## src/rtl/core/wsfr_pkg.sv

```systemverilog
// Shared types, codes and the helper function of the WebSocket frame receiver.
package wsfr_pkg;

   typedef enum logic [2:0] {
      PH_HDR0   = 3'd0,
      PH_HDR1   = 3'd1,
      PH_EXTLEN = 3'd2,
      PH_MASK   = 3'd3,
      PH_DATA   = 3'd4,
      PH_CLOSED = 3'd5
   } phase_type;

   typedef enum logic [1:0] {
      DISP_DISCARD = 2'd0,
      DISP_TEXT    = 2'd1,
      DISP_PING    = 2'd2,
      DISP_CLOSE   = 2'd3
   } disp_type;

   typedef enum logic [1:0] {
      KIND_TEXT  = 2'd0,
      KIND_PING  = 2'd1,
      KIND_CLOSE = 2'd2
   } kind_type;

   localparam logic [3:0]  OPC_CONT  = 4'h0;
   localparam logic [3:0]  OPC_TEXT  = 4'h1;
   localparam logic [3:0]  OPC_CLOSE = 4'h8;
   localparam logic [3:0]  OPC_PING  = 4'h9;

   localparam logic [6:0]  LEN_CODE_16 = 7'd126;
   localparam logic [6:0]  LEN_CODE_64 = 7'd127;
   localparam logic [63:0] PING_MAX    = 64'd125;

   localparam logic [15:0] MAX_PAYLOAD_RESET = 16'd4096;

   // Chooses how the payload of a frame is handled once its header is complete.
   function automatic disp_type frame_disposition(
      input logic [63:0] length,
      input logic [15:0] max_payload,
      input logic [3:0]  opcode,
      input logic        fin
   );
      disp_type disp;
      if (length > {48'd0, max_payload}) begin
         disp = DISP_DISCARD;
      end else if (opcode == OPC_CLOSE) begin
         disp = DISP_CLOSE;
      end else if (opcode == OPC_PING) begin
         disp = (length <= PING_MAX) ? DISP_PING : DISP_DISCARD;
      end else if ((opcode == OPC_TEXT || opcode == OPC_CONT) && fin) begin
         disp = DISP_TEXT;
      end else begin
         disp = DISP_DISCARD;
      end
      return disp;
   endfunction

endpackage

```

## src/rtl/core/wsfr_if.sv

```systemverilog
// Request and response channel interfaces of the WebSocket frame receiver.
interface wsfr_req_if;
   logic       valid;
   logic       ready;
   logic       op;
   logic [7:0] byte_in;

   modport source (output valid, output op, output byte_in, input ready);
   modport sink (input valid, input op, input byte_in, output ready);
endinterface

interface wsfr_rsp_if;
   logic       valid;
   logic       ready;
   logic [1:0] kind;
   logic       has_byte;
   logic [7:0] data_out;
   logic       last;

   modport source (output valid, output kind, output has_byte, output data_out,
                   output last, input ready);
   modport sink (input valid, input kind, input has_byte, input data_out,
                 input last, output ready);
endinterface

```

## src/rtl/core/websocket_frame_receiver_core.sv

```systemverilog
// Top level of the WebSocket frame receiver: header parser, unmasking and result register.
//
// The request channel carries one stream byte per request (op 0) or a restart
// (op 1) that returns the parser to the start of a frame header. The response
// channel carries unmasked text or ping payload bytes, empty-frame markers and
// the close marker. The csr port writes the largest accepted payload length.
//
// A request is taken into an input register and processed from there once the
// result register is free or being emptied; its response, if any, is then held
// in the result register. One request per cycle is sustained while the response
// sink is ready; the only loop is the parser state update.
//
// When the response sink stalls, one more request is taken into the input
// register and then ready drops until the result register drains.
//
// Reset clears the parser, both registers and sets the payload limit to 4096.
// After a close marker, bytes are ignored until a restart request arrives.
module websocket_frame_receiver_core
   import wsfr_pkg::*;
(
   input  logic        clock,
   input  logic        reset,
   wsfr_req_if.sink    req_chan,
   wsfr_rsp_if.source  rsp_chan,
   input  logic        csr_wr_en,
   input  logic [15:0] csr_wr_data
);

   logic        in_valid_ff;
   logic        in_op_ff;
   logic [7:0]  in_byte_ff;
   logic        advance;

   logic [15:0] max_ff;

   phase_type   phase_ff, phase_in;
   logic [3:0]  count_ff, count_in;
   logic        fin_ff, fin_in;
   logic [3:0]  opc_ff, opc_in;
   logic        mask_ff, mask_in;
   logic [63:0] len_ff, len_in;
   logic [31:0] key_ff, key_in;
   logic [1:0]  idx_ff, idx_in;
   disp_type    disp_ff, disp_in;
   logic        hdr_end;

   logic        emit;
   kind_type    kind_out;
   logic        has_out;
   logic [7:0]  data_out_c;
   logic        last_out;
   logic [7:0]  key_byte;

   logic        rsp_valid_ff;
   kind_type    rsp_kind_ff;
   logic        rsp_has_ff;
   logic [7:0]  rsp_data_ff;
   logic        rsp_last_ff;

   assign advance        = in_valid_ff && (!rsp_valid_ff || rsp_chan.ready);
   assign req_chan.ready = !in_valid_ff || advance;

   always_ff @(posedge clock) begin
      if (reset) begin
         in_valid_ff <= 1'b0;
      end else if (req_chan.valid && req_chan.ready) begin
         in_valid_ff <= 1'b1;
      end else if (advance) begin
         in_valid_ff <= 1'b0;
      end
   end

   always_ff @(posedge clock) begin
      if (req_chan.valid && req_chan.ready) begin
         in_op_ff   <= req_chan.op;
         in_byte_ff <= req_chan.byte_in;
      end
   end

   always_ff @(posedge clock) begin
      if (reset) begin
         max_ff <= MAX_PAYLOAD_RESET;
      end else if (csr_wr_en) begin
         max_ff <= csr_wr_data;
      end
   end

   // Next parser state.
   always_comb begin
      logic finish_len;
      finish_len = 1'b0;
      hdr_end    = 1'b0;
      phase_in   = phase_ff;
      count_in   = count_ff;
      fin_in     = fin_ff;
      opc_in     = opc_ff;
      mask_in    = mask_ff;
      len_in     = len_ff;
      key_in     = key_ff;
      idx_in     = idx_ff;
      disp_in    = disp_ff;
      if (in_op_ff) begin
         phase_in = PH_HDR0;
         count_in = 4'd0;
         fin_in   = 1'b0;
         opc_in   = 4'd0;
         mask_in  = 1'b0;
         len_in   = 64'd0;
         key_in   = 32'd0;
         idx_in   = 2'd0;
         disp_in  = DISP_DISCARD;
      end else begin
         unique case (phase_ff)
            PH_HDR0: begin
               fin_in   = in_byte_ff[7];
               opc_in   = in_byte_ff[3:0];
               phase_in = PH_HDR1;
            end
            PH_HDR1: begin
               mask_in = in_byte_ff[7];
               if (in_byte_ff[6:0] == LEN_CODE_16) begin
                  phase_in = PH_EXTLEN;
                  count_in = 4'd2;
                  len_in   = 64'd0;
               end else if (in_byte_ff[6:0] == LEN_CODE_64) begin
                  phase_in = PH_EXTLEN;
                  count_in = 4'd8;
                  len_in   = 64'd0;
               end else begin
                  len_in     = {57'd0, in_byte_ff[6:0]};
                  finish_len = 1'b1;
               end
            end
            PH_EXTLEN: begin
               len_in   = {len_ff[55:0], in_byte_ff};
               count_in = count_ff - 4'd1;
               if (count_in == 4'd0) begin
                  finish_len = 1'b1;
               end
            end
            PH_MASK: begin
               key_in   = {key_ff[23:0], in_byte_ff};
               count_in = count_ff - 4'd1;
               if (count_in == 4'd0) begin
                  hdr_end = 1'b1;
               end
            end
            PH_DATA: begin
               idx_in = idx_ff + 2'd1;
               len_in = len_ff - 64'd1;
               if (len_ff == 64'd1) begin
                  phase_in = (disp_ff == DISP_CLOSE) ? PH_CLOSED : PH_HDR0;
               end
            end
            PH_CLOSED: begin
               phase_in = PH_CLOSED;
            end
            default: begin
               phase_in = phase_ff;
            end
         endcase
         if (finish_len) begin
            key_in = 32'd0;
            if (mask_in) begin
               phase_in = PH_MASK;
               count_in = 4'd4;
            end else begin
               hdr_end = 1'b1;
            end
         end
         if (hdr_end) begin
            disp_in = frame_disposition(len_in, max_ff, opc_in, fin_in);
            idx_in  = 2'd0;
            if (len_in != 64'd0) begin
               phase_in = PH_DATA;
            end else if (disp_in == DISP_CLOSE) begin
               phase_in = PH_CLOSED;
            end else begin
               phase_in = PH_HDR0;
            end
         end
      end
   end

   always_comb begin
      case (idx_ff)
         2'd0:    key_byte = key_ff[31:24];
         2'd1:    key_byte = key_ff[23:16];
         2'd2:    key_byte = key_ff[15:8];
         default: key_byte = key_ff[7:0];
      endcase
   end

   // Response produced by the request in the input register.
   always_comb begin
      emit       = 1'b0;
      kind_out   = KIND_TEXT;
      has_out    = 1'b0;
      data_out_c = 8'd0;
      last_out   = 1'b1;
      if (!in_op_ff) begin
         if (hdr_end && len_in == 64'd0) begin
            unique case (disp_in)
               DISP_TEXT: begin
                  emit     = 1'b1;
                  kind_out = KIND_TEXT;
               end
               DISP_PING: begin
                  emit     = 1'b1;
                  kind_out = KIND_PING;
               end
               DISP_CLOSE: begin
                  emit     = 1'b1;
                  kind_out = KIND_CLOSE;
               end
               default: begin
                  emit = 1'b0;
               end
            endcase
         end else if (phase_ff == PH_DATA) begin
            last_out = (len_ff == 64'd1);
            unique case (disp_ff)
               DISP_TEXT: begin
                  emit       = 1'b1;
                  kind_out   = KIND_TEXT;
                  has_out    = 1'b1;
                  data_out_c = in_byte_ff ^ key_byte;
               end
               DISP_PING: begin
                  emit       = 1'b1;
                  kind_out   = KIND_PING;
                  has_out    = 1'b1;
                  data_out_c = in_byte_ff ^ key_byte;
               end
               DISP_CLOSE: begin
                  emit     = last_out;
                  kind_out = KIND_CLOSE;
               end
               default: begin
                  emit = 1'b0;
               end
            endcase
         end
      end
   end

   always_ff @(posedge clock) begin
      if (reset) begin
         phase_ff <= PH_HDR0;
         count_ff <= 4'd0;
         fin_ff   <= 1'b0;
         opc_ff   <= 4'd0;
         mask_ff  <= 1'b0;
         len_ff   <= 64'd0;
         key_ff   <= 32'd0;
         idx_ff   <= 2'd0;
         disp_ff  <= DISP_DISCARD;
      end else if (advance) begin
         phase_ff <= phase_in;
         count_ff <= count_in;
         fin_ff   <= fin_in;
         opc_ff   <= opc_in;
         mask_ff  <= mask_in;
         len_ff   <= len_in;
         key_ff   <= key_in;
         idx_ff   <= idx_in;
         disp_ff  <= disp_in;
      end
   end

   always_ff @(posedge clock) begin
      if (reset) begin
         rsp_valid_ff <= 1'b0;
      end else if (advance) begin
         rsp_valid_ff <= emit;
      end else if (rsp_chan.ready) begin
         rsp_valid_ff <= 1'b0;
      end
   end

   always_ff @(posedge clock) begin
      if (advance && emit) begin
         rsp_kind_ff <= kind_out;
         rsp_has_ff  <= has_out;
         rsp_data_ff <= data_out_c;
         rsp_last_ff <= last_out;
      end
   end

   assign rsp_chan.valid    = rsp_valid_ff;
   assign rsp_chan.kind     = rsp_kind_ff;
   assign rsp_chan.has_byte = rsp_has_ff;
   assign rsp_chan.data_out = rsp_data_ff;
   assign rsp_chan.last     = rsp_last_ff;

   // A frame in its payload phase always has bytes left to consume.
   assert property (@(posedge clock) disable iff (reset)
      phase_ff == PH_DATA |-> len_ff != 64'd0)
      else $error("payload phase entered with zero remaining length");

   // Nothing but a restart leaves the closed state, and it produces no response.
   assert property (@(posedge clock) disable iff (reset)
      phase_ff == PH_CLOSED && advance |-> !emit && (in_op_ff || phase_in == PH_CLOSED))
      else $error("response or state change after close without restart");

   // A close marker carries no byte and ends its frame.
   assert property (@(posedge clock) disable iff (reset)
      rsp_valid_ff && rsp_kind_ff == KIND_CLOSE |-> !rsp_has_ff && rsp_last_ff)
      else $error("malformed close response");

   // Markers without a payload byte carry a zero data field and are marked last.
   assert property (@(posedge clock) disable iff (reset)
      rsp_valid_ff && !rsp_has_ff |-> rsp_data_ff == 8'd0 && rsp_last_ff)
      else $error("marker response with data or without last");

   // Reset leaves both the input and the result register empty.
   assert property (@(posedge clock)
      reset |=> !in_valid_ff && !rsp_valid_ff)
      else $error("registers not emptied by reset");

endmodule

```

## src/flat_wrapper.sv

```systemverilog
// flat-port wrapper written by rule: the top's interface ports become plain ports
module websocket_frame_receiver_core_flat import wsfr_pkg::*;
  (clock, reset, csr_wr_en, csr_wr_data, req_chan_valid, req_chan_op, req_chan_byte_in, req_chan_ready, rsp_chan_valid, rsp_chan_kind, rsp_chan_has_byte, rsp_chan_data_out, rsp_chan_last, rsp_chan_ready);
  wsfr_req_if req_chan_i ();
  wsfr_rsp_if rsp_chan_i ();
  input  logic clock;
  input  logic reset;
  input  logic csr_wr_en;
  input  logic [15:0] csr_wr_data;
  input wire logic [$bits(req_chan_i.valid)-1:0] req_chan_valid;
  input wire logic [$bits(req_chan_i.op)-1:0] req_chan_op;
  input wire logic [$bits(req_chan_i.byte_in)-1:0] req_chan_byte_in;
  output wire logic [$bits(req_chan_i.ready)-1:0] req_chan_ready;
  output wire logic [$bits(rsp_chan_i.valid)-1:0] rsp_chan_valid;
  output wire logic [$bits(rsp_chan_i.kind)-1:0] rsp_chan_kind;
  output wire logic [$bits(rsp_chan_i.has_byte)-1:0] rsp_chan_has_byte;
  output wire logic [$bits(rsp_chan_i.data_out)-1:0] rsp_chan_data_out;
  output wire logic [$bits(rsp_chan_i.last)-1:0] rsp_chan_last;
  input wire logic [$bits(rsp_chan_i.ready)-1:0] rsp_chan_ready;
  assign req_chan_i.valid = req_chan_valid;
  assign req_chan_i.op = req_chan_op;
  assign req_chan_i.byte_in = req_chan_byte_in;
  assign req_chan_ready = req_chan_i.ready;
  assign rsp_chan_valid = rsp_chan_i.valid;
  assign rsp_chan_kind = rsp_chan_i.kind;
  assign rsp_chan_has_byte = rsp_chan_i.has_byte;
  assign rsp_chan_data_out = rsp_chan_i.data_out;
  assign rsp_chan_last = rsp_chan_i.last;
  assign rsp_chan_i.ready = rsp_chan_ready;
  websocket_frame_receiver_core u_core (.clock(clock), .reset(reset), .req_chan(req_chan_i), .rsp_chan(rsp_chan_i), .csr_wr_en(csr_wr_en), .csr_wr_data(csr_wr_data));
endmodule
```

## config.mk

```make
export PLATFORM = sky130hd
export DESIGN_NAME = websocket_frame_receiver_core_flat
export DESIGN_NICKNAME = d
export VERILOG_FILES = /design/src/rtl/core/wsfr_pkg.sv /design/src/rtl/core/wsfr_if.sv /design/src/rtl/core/websocket_frame_receiver_core.sv /design/src/flat_wrapper.sv
export SDC_FILE = /design/constraint.sdc
export NUM_CORES = 1
export LEC_CHECK = 0
export ABC_AREA = 1
export BUFFER_PORTS_ARGS = -buffer_cell sky130_fd_sc_hd__buf_4
export CAP_MARGIN = 5
export CORE_UTILIZATION = 37
export DETAILED_ROUTE_END_ITERATION = 10
export GPL_TIMING_DRIVEN = 1
export PLACE_DENSITY = 0.64
export SETUP_SLACK_MARGIN = 0.02
export SLEW_MARGIN = 20
export SYNTH_ARGS = -nofsm -noshare
export SYNTH_HDL_FRONTEND = slang
export SYNTH_SLANG_ARGS = --single-unit
export TNS_END_PERCENT = 10
```

## constraint.sdc

```tcl
create_clock -name clock -period 5.9 [get_ports clock]
set_input_delay 0.59 -clock clock [delete_from_list [all_inputs] [get_ports clock]]
set_output_delay 0.59 -clock clock [all_outputs]
set_load 0.02 [all_outputs]
```

# After elaboration in Yosys (flattened, before gate mapping)
# Cells that the tools add are included.
# classes
order_cmp,2
muxes,71
n_reduce_logical,27
n_eq_ne,20
add_sub_neg,3
bitwise,3
# op_table
operator,count
two-way mux 64 bit,3
one-hot mux 64 bit (3 select lines),1
two-way mux 32 bit,3
"equality test 64 x 1 -> 1 bit, second input constant",1
> comparator 64 x 16 -> 1 bit,1
"<= comparator 64 x 7 -> 1 bit, second input constant",1
logical NOT 64 bit,1
nonzero test 64 bit,1
"subtractor 64 x 1 -> 64 bit, second input constant",1
two-way mux 4 bit,8
two-way mux 3 bit,10
two-way mux 2 bit,13
two-way mux 1 bit,25
one-hot mux 8 bit (3 select lines),1
"equality test 7 bit, second input constant",2
"equality test 2 bit, second input constant",6
one-hot mux 3 bit (4 select lines),1
"equality test 4 bit, second input constant",2
logical NOT 4 bit,2
one-hot mux 2 bit (2 select lines),2
one-hot mux 4 bit (2 select lines),1
XOR 8 bit,1
two-way mux 7 bit,1
"equality test 2 x 1 -> 1 bit, second input constant",3
other kinds (19),35
# totals
out_inout_bits,14
ff_bits,152

# Longest topological paths before layout
# logic_depth
word_depth,20
mapped_depth,24
mapped_depth_nobuf,24

# Worst setup path after synthesis
# OpenSTA, ideal clock, no wires.
# synth_path
path_type,reg2reg
start,reg u_core.phase_ff[0]
end,"reg u_core.rsp_data_ff[0] (netlist: u_core.rsp_chan.data_out[0]), enable pin"
path_stages_with_launch,23
n_path_buf,2
t_required_ns,5.556
setup_time_ns,0.344
period_less_slack_ns,3.176
t_arrival_ns,2.832
setup_slack_ns,2.724
cell_sequence,dfxtp_1 inv_1 nor2_1 nand2_2 nand3_4 buf_6 buf_4 nor2_1 a21oi_1 ha_1 a21oi_1 o21ai_0 nand2_1 o211ai_1 nand2_1 a32oi_1 nor2_2 nand4_1 nand2_1 nand3_1 nand3_2 nand2_2 inv_1
# synth_via
elab_chain_cells,20
# synth_rtl
item,line,text
"start, declared",websocket_frame_receiver_core.sv:36,"phase_type phase_ff, phase_in;"
"start signal, assigned",websocket_frame_receiver_core.sv:259,phase_ff <= phase_in;
branches (longest 17 deep; another with <= comparator 64 x 7 -> 1 bit),-,
two-way mux 1 bit (*),websocket_frame_receiver_core.sv:202,if (hdr_end && len_in == 64'd0) begin
two-way mux 1 bit (*),websocket_frame_receiver_core.sv:201,if (!in_op_ff) begin
logical AND 1 bit (*),websocket_frame_receiver_core.sv:282,if (advance && emit) begin
"end signal, assigned",websocket_frame_receiver_core.sv:285,rsp_data_ff <= data_out_c;
"end, declared",websocket_frame_receiver_core.sv:57,logic [7:0] rsp_data_ff;
# Mark *: on every way between the ends. The select of a mux whose other input is x is not followed.
# A chain may end at the register's enable or synchronous reset.

# Final worst setup path
# layout_path
start,reg u_core.phase_ff[1]
end,"reg u_core.rsp_has_ff (netlist: u_core.rsp_chan.has_byte), enable pin"
# layout_via
elab_chain_cells,20
# layout_rtl
item,line,text
branches (longest 17 deep; another with <= comparator 64 x 7 -> 1 bit),-,
two-way mux 1 bit (*),websocket_frame_receiver_core.sv:202,
two-way mux 1 bit (*),websocket_frame_receiver_core.sv:201,
logical AND 1 bit (*),websocket_frame_receiver_core.sv:282,
"end signal, assigned",websocket_frame_receiver_core.sv:284,rsp_has_ff <= has_out;
"end, declared",websocket_frame_receiver_core.sv:56,logic rsp_has_ff;
# Marks and branches as above.

==> impl_results.md <==
* Fin Hold WS at between 0.3 and 0.4 ns
* Crit Path Category: reg2reg
* Final Cycle Share at 0.733
* CTS Sinks at 152
* Critical Path Fanout Max at 23
* IO Pins at 44
* GPL Wtd Cong at between 0.9 and 1
* Final clock skew at roughly 0.015 ns
* Total track usage at 0.242
* Post-CTS Resized at 0
* Kind of start point of the critical path: flop
* Netlist cell types at 49
* CTS root buffer: clkbuf_16
* FILL cells at about 3200
* Lkg Pwr at around 5.6 nW
* Post-route minimum period at around 4.3 ns
* # hold bufs at CTS at 0
* Total wire length at between 30 and 40 mm
* Post-synth net total at 1884
* VDD IR max at between 200 and 250 uV
* Seq/Total Area, Yosys at 0.298
* RSZ-0062 raised after global routing: no
* H-tree Lvls at 4
* CTS clk-pin slew, worst paths at around 0.07 ns
* # Max-Cap Violations at 0
* Mapped Avg Cell Area at 5.98 um2
* Layout Cells excl Fill at 2224
* Pre-antenna DRT Iters at 7
* Final instance area at roughly 12000 um2
* Yosys reg bits at 152
* DR vias at between 10000 and 15000
* Total CTS buffers at 17
* DR DRC count at 0
* Cell Count Post-Placement at 2192
* Area after DPL at 11500 um2
* Slew @ Worst Pin at 0.855 ns
* CTS max path bufs at 2
* Final setup fails at 0
* Post-CTS Repair Setup Buffers at 0
* Commonest non-fill, non-tap cell in the layout: nand2_1
* YS warnings at 0
* Vias in the first global route at between 10000 and 15000
* Layout cells sized above 1 at 0.0755
* Post-Syn Instances at between 1500 and 2000
* DRT iter0 DRCs at between 1000 and 1500
* Fin. Hold Viols at 0
* Max_slew headroom at 0.429
* Worst setup EP type: flop
* Cell row count at 62
* Ys async rst share at 0
* Initial antenna violation count at 0
* Largest net degree at the start of global routing at 67
* Routed vias/inst at between 5 and 6
* Sum Neg Setup Slack at 0 ns
* Tot Pwr at 2.79 mW
* Worst Path Required at around 6 ns
* I/O Buffers at 43
* Post-synth top flop: dfxtp_1
* Ant diodes at 0
* Core area at a little under 30000 um2
* Syn-to-layout area delta at 10.5%
* Post-Syn Area at around 11000 um2
* Width of the chip at between 150 and 200 um
* Status: finished, final reports clean
* Post-layout nets at between 1500 and 2000
* Number of synthesized flops with an enable pin at 21
* GRT overflow at 0
* FMAX at between 200 and 250 MHz
* Routed Antenna Nets at 0
* Vert. Die Dim at approximately 170 um
* Clock Latency Late Sink at between 0.4 and 0.5 ns
* Max Slew Vio Count at 0
* Pwr Density at about 230 nW/um2
* Starting Density at 0.378
* Wire length per cell at between 15 and 20 um
* First-pass GRT wire length at 58.4 mm
* HP Class: in2reg
* Die area at about 30000 um2
* Highest-count cells in the layout ignoring fill and taps: 540 x nand2_1, 253 x nor2_1, 217 x inv_1
* Final HPWL DP at 26.7 mm
* WP data arrival at about 4.4 ns
* CTS tree: done
power breakdown:
group	internal [mW]	switching, mW
registers	1.07	0.0303
clock network	0.628	0.537
logic	0.153	0.372
total	1.86	0.939
state kept, by name (all words and copies together) (netlist names), 2 cells and up:
signal	flops
u_core.idx_ff	2
u_core.max_ff	16
u_core.in_byte_ff	8
u_core.len_ff	64
u_core.rsp_chan.kind	2
u_core.disp_ff	2
u_core.count_ff	4
u_core.key_ff	32
u_core.phase_ff	3
u_core.opc_ff	4
u_core.rsp_chan.data_out	8
final cells by class:
type	instances	area, um2	area share
multi-input cells	1382	6500	0.539
flip-flops and latches	152	3250	0.270
inverters	223	837	0.0694
well taps	384	480	0.0398
clock buffers	19	454	0.0377
repair buffers	51	383	0.0318
clock inverters	13	145	0.0120
per-stage QoR:
step	util	worst slack (ns)
4_1_cts	0.418	1.66
6_report	0.418	1.58
5_1_grt	0.418	1.29
3_5_place_dp	0.397	1.67
2_1_floorplan	-	2.72
3_3_place_gp	0.397	1.87
cell usage after synthesis, types with 3 or more instances:
library cell	number	share of area
nor4_1	3	0.0017
dfxtp_1	131	0.24
nand4_1	12	0.0069
nand2_1	541	0.19
a22oi_1	3	0.0021
nand3_2	3	0.0028
o22ai_1	35	0.020
o211ai_1	3	0.0021
o21ai_0	73	0.033
nand2_4	4	0.0041
nor2_4	11	0.011
nor3_1	8	0.0037
nand2_2	9	0.0052
buf_2	12	0.0055
inv_2	4	0.0014
edfxtp_1	21	0.058
nor2_2	7	0.0040
nor2_1	255	0.088
inv_1	217	0.075
ha_1	28	0.032
clkbuf_1	37	0.013
buf_1	8	0.0028
nand3_1	168	0.077
or2_2	8	0.0046
o21ai_1	12	0.0055
buf_6	3	0.0031
a211oi_1	10	0.0069
a21oi_1	165	0.076
buf_4	9	0.0062
metal layers:
| layer | track usage | wire (um) |
|---|---|---|
| met1 | 0.328 | 16500 |
| met2 | 0.381 | 16100 |
| met3 | 0.0504 | 2890 |
| met4 | 0.0833 | 933 |
| met5 | 0 | 0 |
worst paths after layout:
check | start | to | cells after the start | slack (ns)
hold / removal | req_chan_byte_in[5] | u_core.in_byte_ff[5] | 1 | 0.31
setup reg to reg | u_core.phase_ff[1] | u_core.rsp_chan.has_byte | 20 | 1.58
setup / recovery | u_core.phase_ff[1] | u_core.rsp_chan.has_byte | 20 | 1.58
hold reg to reg | u_core.key_ff[26] | u_core.key_ff[26] | 2 | 0.45
critical path: stages (launching register included):
cell and delay [ns]:
dfxtp_1 0.44, nor2_1 0.12, nand2_1 0.37, nand3_4 0.30
inv_2 0.47, nor2_1 0.09, nor3_1 0.18, nor2_1 0.10
inv_1 0.11, ha_1 0.25, nand2_1 0.10, nor2_1 0.06
a211oi_1 0.19, a32oi_1 0.19, nor2_2 0.20, nand4_1 0.11
nand2_1 0.11, nand2_1 0.09, nand3_2 0.09, nand2_2 0.06
inv_1 0.34
cell families after synthesis:
kind of cell | share of synthesized area
multiplexers | 0.00287
AND/OR/NAND/NOR | 0.404
buffers and inverters | 0.107
adder cells (fa/ha/maj) | 0.0321
flip-flops | 0.298
AO/OA/AOI/OAI | 0.154
XOR/XNOR | 0.00161
(Power assumes the default switching activity.)
